**src/design/shc_pkg.sv**
```systemverilog
// Shared types and codes for the SECDED Hamming codec.
// Holds the channel payload structs, command and status codes.
// No dependencies.
package shc_pkg;

    // Widths of the channel fields.
    localparam int WORD_W              = 64;
    localparam int CHECK_W             = 3;
    localparam int STATUS_W            = 2;
    localparam int MAX_CHECK_BITS_DEF  = 6;
    localparam int MIN_CHECK_BITS      = 2;

    // Command codes.
    localparam logic CMD_ENCODE = 1'b0;
    localparam logic CMD_DECODE = 1'b1;

    // Status codes.
    localparam logic [STATUS_W-1:0] STATUS_OK        = 2'd0;
    localparam logic [STATUS_W-1:0] STATUS_CORRECTED = 2'd1;
    localparam logic [STATUS_W-1:0] STATUS_DOUBLE    = 2'd2;

    // Input transfer payload.
    typedef struct packed {
        logic                command;
        logic [CHECK_W-1:0]  check_bits;
        logic [WORD_W-1:0]   word_in;
    } shc_in_t;

    // Result transfer payload.
    typedef struct packed {
        logic [WORD_W-1:0]   word_out;
        logic [STATUS_W-1:0] status;
    } shc_out_t;

endpackage

```
**src/design/secded_hamming_codec_unit.sv**
```systemverilog
// Throughput: one item per cycle while m_ready holds; each stage holds one item and
// moves on when the stage after it is empty or moving, so a waiting result stalls
// the input only once all four stages are full.
// Reset: aresetn (synchronous, active low) clears the stage valid bits only.
// Top level of the extended Hamming SECDED codec; depends on shc_pkg.
module secded_hamming_codec_unit #(
    parameter int MAX_CHECK_BITS = shc_pkg::MAX_CHECK_BITS_DEF
) (
    input  logic              aclk,
    input  logic              aresetn,
    input  logic              s_valid,
    output logic              s_ready,
    input  shc_pkg::shc_in_t  s_data,
    output logic              m_valid,
    input  logic              m_ready,
    output shc_pkg::shc_out_t m_data
);
    import shc_pkg::*;

    localparam int CW_W  = 1 << MAX_CHECK_BITS;
    localparam int CNT_W = MAX_CHECK_BITS + 1;

    // True for one-based positions that hold parity bits.
    function automatic logic is_pow2(input int p);
        return (p & (p - 1)) == 0;
    endfunction

    // Codeword bits whose one-based position has bit i set.
    function automatic logic [CW_W-1:0] pos_mask(input int i);
        logic [CW_W-1:0] m;
        m = '0;
        for (int p = 1; p < CW_W; p++) begin
            m[p-1] = ((p >> i) & 1) != 0;
        end
        return m;
    endfunction

    // Place data bits, LSB first, at the non-parity positions.
    function automatic logic [CW_W-1:0] scatter_data(input logic [CW_W-1:0] d);
        logic [CW_W-1:0] cw;
        int              idx;
        cw  = '0;
        idx = 0;
        for (int p = 1; p < CW_W; p++) begin
            if (!is_pow2(p)) begin
                cw[p-1] = d[idx];
                idx++;
            end
        end
        return cw;
    endfunction

    // Pull the data bits back out of the non-parity positions.
    function automatic logic [CW_W-1:0] gather_data(input logic [CW_W-1:0] cw);
        logic [CW_W-1:0] d;
        int              idx;
        d   = '0;
        idx = 0;
        for (int p = 1; p < CW_W; p++) begin
            if (!is_pow2(p)) begin
                d[idx] = cw[p-1];
                idx++;
            end
        end
        return d;
    endfunction

    // Mask of the low cnt bits; a count equal to CW_W wraps to all ones.
    function automatic logic [CW_W-1:0] low_ones(input logic [CNT_W-1:0] cnt);
        return (CW_W'(1) << cnt) - CW_W'(1);
    endfunction

    // Codeword length 2^r for a clamped r.
    function automatic logic [CNT_W-1:0] cw_len(input logic [CHECK_W-1:0] r);
        return CNT_W'(1) << r;
    endfunction

    // Stage handshake: a stage moves when it is empty or the next one moves.
    logic adv1, adv2, adv3, adv4;
    logic v1_reg, v2_reg, v3_reg, v4_reg;

    assign adv4    = !v4_reg || m_ready;
    assign adv3    = !v3_reg || adv4;
    assign adv2    = !v2_reg || adv3;
    assign adv1    = !v1_reg || adv2;
    assign s_ready = adv1;
    assign m_valid = v4_reg;

    always_ff @(posedge aclk) begin
        if (!aresetn) begin
            v1_reg <= 1'b0;
            v2_reg <= 1'b0;
            v3_reg <= 1'b0;
            v4_reg <= 1'b0;
        end else begin
            if (adv1) v1_reg <= s_valid;
            if (adv2) v2_reg <= v1_reg;
            if (adv3) v3_reg <= v2_reg;
            if (adv4) v4_reg <= v3_reg;
        end
    end

    // Stage 1: clamp r, mask the input word and scatter data for encode.
    logic [CHECK_W-1:0] r_next, r1_reg, r2_reg;
    logic [CNT_W-1:0]   n1_len, k1_len;
    logic [CW_W-1:0]    w1_next, w1_reg;
    logic               cmd1_reg, cmd2_reg, cmd3_reg, cmd4_reg;

    always_comb begin
        if (s_data.check_bits < CHECK_W'(MIN_CHECK_BITS)) begin
            r_next = CHECK_W'(MIN_CHECK_BITS);
        end else if (s_data.check_bits > CHECK_W'(MAX_CHECK_BITS)) begin
            r_next = CHECK_W'(MAX_CHECK_BITS);
        end else begin
            r_next = s_data.check_bits;
        end
        n1_len = cw_len(r_next);
        k1_len = n1_len - CNT_W'(r_next) - CNT_W'(1);
        if (s_data.command == CMD_DECODE) begin
            w1_next = s_data.word_in[CW_W-1:0] & low_ones(n1_len);
        end else begin
            w1_next = scatter_data(s_data.word_in[CW_W-1:0] & low_ones(k1_len));
        end
    end

    always_ff @(posedge aclk) begin
        if (adv1) begin
            r1_reg   <= r_next;
            cmd1_reg <= s_data.command;
            w1_reg   <= w1_next;
        end
    end

    // Stage 2: syndrome over all but the top bit, and parity of the whole word.
    logic [MAX_CHECK_BITS-1:0] syn_next, syn2_reg;
    logic [CW_W-1:0]           syn_mask, w2_reg;
    logic                      par2_reg;

    always_comb begin
        syn_mask = low_ones(cw_len(r1_reg)) >> 1;
        for (int i = 0; i < MAX_CHECK_BITS; i++) begin
            syn_next[i] = ^(w1_reg & pos_mask(i) & syn_mask);
        end
    end

    always_ff @(posedge aclk) begin
        if (adv2) begin
            r2_reg   <= r1_reg;
            cmd2_reg <= cmd1_reg;
            w2_reg   <= w1_reg;
            syn2_reg <= syn_next;
            par2_reg <= ^w1_reg;
        end
    end

    // Stage 3: insert parity bits for encode, or correct and classify for decode.
    logic [CW_W-1:0]     n2_mask, top_vec, flip_vec, w3_next, w3_reg;
    logic [STATUS_W-1:0] status_next, status3_reg;

    always_comb begin
        n2_mask     = low_ones(cw_len(r2_reg));
        top_vec     = n2_mask ^ (n2_mask >> 1);
        flip_vec    = (CW_W'(1) << syn2_reg) >> 1;
        w3_next     = w2_reg;
        status_next = STATUS_OK;
        if (cmd2_reg == CMD_ENCODE) begin
            for (int i = 0; i < MAX_CHECK_BITS; i++) begin
                w3_next[(1 << i) - 1] = syn2_reg[i];
            end
            // Overall parity is data parity plus the parity of the check bits.
            w3_next = w3_next | (top_vec & {CW_W{par2_reg ^ (^syn2_reg)}});
        end else if (par2_reg) begin
            status_next = STATUS_CORRECTED;
            w3_next     = w2_reg ^ flip_vec;
        end else if (syn2_reg != '0) begin
            status_next = STATUS_DOUBLE;
        end
    end

    always_ff @(posedge aclk) begin
        if (adv3) begin
            cmd3_reg    <= cmd2_reg;
            w3_reg      <= w3_next;
            status3_reg <= status_next;
        end
    end

    // Stage 4: extract data for decode and hold the result.
    shc_out_t out_next, out_reg;

    always_comb begin
        out_next.status = status3_reg;
        if (cmd3_reg == CMD_DECODE) begin
            out_next.word_out = WORD_W'(gather_data(w3_reg));
        end else begin
            out_next.word_out = WORD_W'(w3_reg);
        end
    end

    always_ff @(posedge aclk) begin
        if (adv4) begin
            cmd4_reg <= cmd3_reg;
            out_reg  <= out_next;
        end
    end

    // Encode results always carry a clean status.
    assign m_data.word_out = out_reg.word_out;
    assign m_data.status   = (cmd4_reg == CMD_ENCODE) ? STATUS_OK : out_reg.status;

endmodule

```
**config.mk**
```make
export PLATFORM = sky130hd
export DESIGN_NAME = secded_hamming_codec_unit
export DESIGN_NICKNAME = d
export VERILOG_FILES = /design/src/design/shc_pkg.sv /design/src/design/secded_hamming_codec_unit.sv
export SDC_FILE = /design/constraint.sdc
export NUM_CORES = 1
export LEC_CHECK = 0
export ABC_AREA = 1
export BUFFER_PORTS_ARGS = -buffer_cell sky130_fd_sc_hd__clkbuf_2
export CAP_MARGIN = 40
export CORE_MARGIN = 2
export CORE_UTILIZATION = 45
export CTS_BUF_LIST = sky130_fd_sc_hd__clkbuf_16
export DETAILED_ROUTE_END_ITERATION = 8
export MAX_ROUTING_LAYER = met4
export PLACE_DENSITY = 0.65
export SYNTH_ARGS = -nofsm -noshare
export SYNTH_HDL_FRONTEND = slang
export SYNTH_SLANG_ARGS = --single-unit
```
**constraint.sdc**
```tcl
create_clock -name aclk -period 11.25 [get_ports aclk]
set_clock_uncertainty 0.05 [all_clocks]
set_input_delay 3.375 -clock aclk [delete_from_list [all_inputs] [get_ports aclk]]
set_output_delay 3.375 -clock aclk [all_outputs]
set_load 0.01 [all_outputs]
```
==> impl_metrics.tcl <==
set metrics [dict create \
    outcome "finished, final reports clean" \
    placed_cell_area_um2 16800 \
    grtUsageMet2_pct 34.2 \
    pwr-share-comb_pct 29.5 \
    cp.depth 9 \
    max_stage_delay_ns 0.25 \
    syn_area_um2 16100 \
    pwr-share-clk_pct 25.7 \
    fin_tns_setup_ns 0 \
    pwr-share-seq_pct 44.7 \
    gp_congestion 0.926 \
    ys_seq_elements 281 \
    cts-root-buf "clkbuf_16" \
    antenna_cells 0 \
    crit_path_max_fanout 35 \
    cts_hold_buf 0 \
    ir_drop_uv 132 \
    path_cells "clkbuf_2 -> nor2_1 -> inv_2 -> buf_4 -> nor2_1 -> inv_2 -> nor2_1 -> nand2_2 -> clkbuf_2" \
    dieArea_um2 37300 \
    area_growth_syn_to_layout_pct 10.2 \
    synth-simple-area-share_pct 20.3 \
    core-area_um2 35400 \
    grt_util_met1_pct 30.5 \
    grt_pass1_wl_mm 61.3 \
    numPortBuffers 139 \
    ff2ff_setup_slack_ns 7.40 \
    vias_per_cell 5.13 \
    drv_cap 0 \
    synthMuxAreaShare_pct 0.700 \
    hp-class "reg -> reg" \
    slew_viol_final 0 \
    cts_tree "yes" \
    dpl.hpwl_mm 31.4 \
    layout-drive-gt1-share_pct 12.9 \
    synth_warnings 0 \
    use_met3_pct 2.30 \
    r2r_start "r1_reg[0]" \
    worstSetupEndpoint "s_ready" \
    path_clk_slew_ns 0.06 \
    drtPass1Iterations 5 \
    yosysUniqueCellTypes 50 \
    powerDensity_nw_per_um2 199 \
    r2r-end "syn2_reg[4]" \
    cp.buffers_inverters 5 \
    start_util_pct 45.4 \
    clk_path_buf_depth 3 \
    cts_sinks 281 \
    syn_area_per_cell_um2 9.02 \
    htreeDepth 1 \
    cts_inserted_buffers 30 \
    hold_violations 0 \
    synth_xor_xnor_area_share_pct 7.44 \
    critPathArrivalTime_ns 4.65 \
    synth_fa_ha_area_share_pct 0.933 \
    critical_path_required_ns 7.83 \
    ant_nets 0 \
    cp-startpoint "m_ready" \
    post_cts_buffers 0 \
    maxSlewHeadroom_pct 39.0 \
    io-pin-count 140 \
    syn_nets 1868 \
    power_switching_w 0.00119 \
    synth_top_family_by_area "simple AND/OR/NAND/NOR gates" \
    insertion_delay_ns 0.55 \
    max_freq_ghz 0.124 \
    die_h_um 193 \
    antenna_found_initial 0 \
    fin_total_pwr_w 0.00353 \
    dr_total_vias 12003 \
    synth_compound_area_share_pct 8.47 \
    drt-total-wl_mm 40.1 \
    core.rowCount 69 \
    grt_pass1_vias 11181 \
    period_minus_slack_ns 8.07 \
    crit_top_cell "nor2_1" \
    min_period_over_period_pct 71.8 \
    busiest_layer "met2" \
    die_w_um 193 \
    cts_resized 0 \
    endpoint_kind "primary output" \
    multi_input_area_um2 6110 \
    drtIter0Drc 949 \
    crit_type "in -> out" \
    drc 0 \
    cellLeakagePower_nw 7.88 \
    tightest_slew_ns 0.913 \
    grt_max_degree 111 \
    wl_per_cell_um 17.1 \
    synth_seq_area_share_pct 52.2 \
    nNetsFinal 1938 \
    rsz0062_at_grt "no" \
    synth_cells 1784 \
    final_design_area_no_fill_um2 17700 \
    cp_slowest_cell "buf_4" \
    intPower_w 0.00234 \
    switching_share_pct 33.7 \
    n_fill_cell 3315 \
    reg2reg_depth 15 \
    critPathTopFamily "simple AND/OR/NAND/NOR gates" \
    finalSetupViolations 0 \
    grt_usage_pct 22.3 \
    overflow 0 \
    setup.worst_path.start_class "input pin" \
    regArea_um2 8400 \
]
==> routing by layer <==
| metal | up-vias | routed length, um |
|---|---|---|
| met2 | 416 | 17600 |
| met3 | 87 | 2390 |
| met1 | 5431 | 18400 |
| met4 | 0 | 1740 |
| met5 | - | 0 |
| li1 | 6069 | - |
==> how the worst min path moves through the flow <==
stage	slack (ns)	to	startpoint	cells after the start
2_1_floorplan	0.35	cmd2_reg	cmd1_reg	0
3_3_place_gp	0.36	out_reg[1]	status3_reg[1]	0
3_5_place_dp	0.36	out_reg[0]	status3_reg[0]	0
4_1_cts	0.37	out_reg[0]	status3_reg[0]	0
5_1_grt	0.39	out_reg[0]	status3_reg[0]	0
6_report	0.37	out_reg[0]	status3_reg[0]	0
==> layout make-up <==
class	count	area share, %
multi-input combinational	1153	34.4
tap	461	3.25
clock inverter	24	0.819
timing repair buffer	151	4.70
sequential	281	47.4
inverter	237	5.02
clock buffer	31	4.38
==> Yosys cell counts, drive strengths merged <==
| master | instances | area [um2] |
|---|---|---|
| nor4 | 2 | 12.5 |
| conb | 2 | 7.51 |
| dfxtp | 4 | 80.1 |
| a21oi | 85 | 437 |
| a221oi | 1 | 8.76 |
| nand3 | 104 | 521 |
| a31oi | 17 | 106 |
| o21a | 1 | 7.51 |
| nor2 | 142 | 581 |
| or2 | 5 | 31.3 |
| nand2 | 417 | 1590 |
| and3 | 7 | 43.8 |
| nor3 | 78 | 390 |
| o22ai | 29 | 181 |
| mux2 | 10 | 113 |
| nor3b | 1 | 7.51 |
| o21ai | 44 | 224 |
| nand3b | 4 | 30.0 |
| o311ai | 1 | 8.76 |
| nand4 | 9 | 62.6 |
| o2111ai | 1 | 8.76 |
| o32ai | 18 | 158 |
| a22oi | 5 | 37.5 |
| a21boi | 1 | 7.51 |
| o31ai | 4 | 30.0 |
| ha | 12 | 150 |
| edfxtp | 277 | 8320 |
| inv | 233 | 875 |
| o21bai | 2 | 15.0 |
| buf | 80 | 573 |
| a32o | 2 | 20.0 |
| a211oi | 15 | 113 |
| xor2 | 59 | 524 |
| clkinv | 4 | 15.0 |
| xnor2 | 75 | 672 |
| clkbuf | 33 | 124 |
==> cells in the final DEF, fill, tap and decap left out, drive strengths merged, types with 5 or more instances in the layout <==
cell,count
edfxtp,277
clkbuf,170
xnor2,75
mux2,10
buf,12
nand4,9
nand3,104
a211oi,15
a31oi,17
ha,12
o22ai,29
nor2,142
o21ai,44
or2,5
and3,7
a22oi,5
xor2,59
o32ai,18
inv,238
a21oi,85
nand2,417
nor3,78
clkinv,21
==> worst register-to-register path, stage by stage, from the launching register on <==
cell	delay, ns
edfxtp_1	0.54
nand2_1	0.24
inv_1	0.06
nand2_1	0.11
ha_1	0.45
nand2_2	0.18
nor2_4	0.72
nand2_2	0.24
xor2_2	0.26
nand3_1	0.10
nand2_1	0.14
nand3_1	0.13
nand2_1	0.16
nand2_1	0.07
nand3_1	0.07
nand2_1	0.06
==> per-stage QoR <==
step           instances  setup slack (ns)  hold slack [ns]  util (%)
6_report            2338              3.18            0.370      50.1
3_3_place_gp        2280              3.14            0.360      47.3
2_1_floorplan       1784             0.428            0.350         -
3_5_place_dp        2283              3.18            0.357      47.5
5_1_grt             2338              3.04            0.391      50.1
4_1_cts             2338              3.17            0.372      50.1
==> power groups by stage <==
stage / sequential [W] / combinational, W / clock, W
2_1_floorplan: 0.00154 / 0.000841 / 0
3_3_place_gp: 0.00161 / 0.00101 / 0
3_5_place_dp: 0.00160 / 0.00104 / 0
4_1_cts: 0.00158 / 0.00105 / 0.000930
5_1_grt: 0.00160 / 0.00118 / 0.000972
6_report: 0.00158 / 0.00104 / 0.000909
==> logic make-up (layout without fill, tap and decap cells) <==
| group | Yosys count | count (layout) |
|---|---|---|
| AOI/OAI and AO/OA | 226 | 226 |
| buffers and inverters | 350 | 443 |
| other | 2 | 2 |
| DFF | 281 | 281 |
| and+or+nand+nor | 769 | 769 |
| muxes | 10 | 10 |
| adders and majority gates | 12 | 12 |
| xor gates and xnor gates | 134 | 134 |
(Power assumes the default switching activity.)
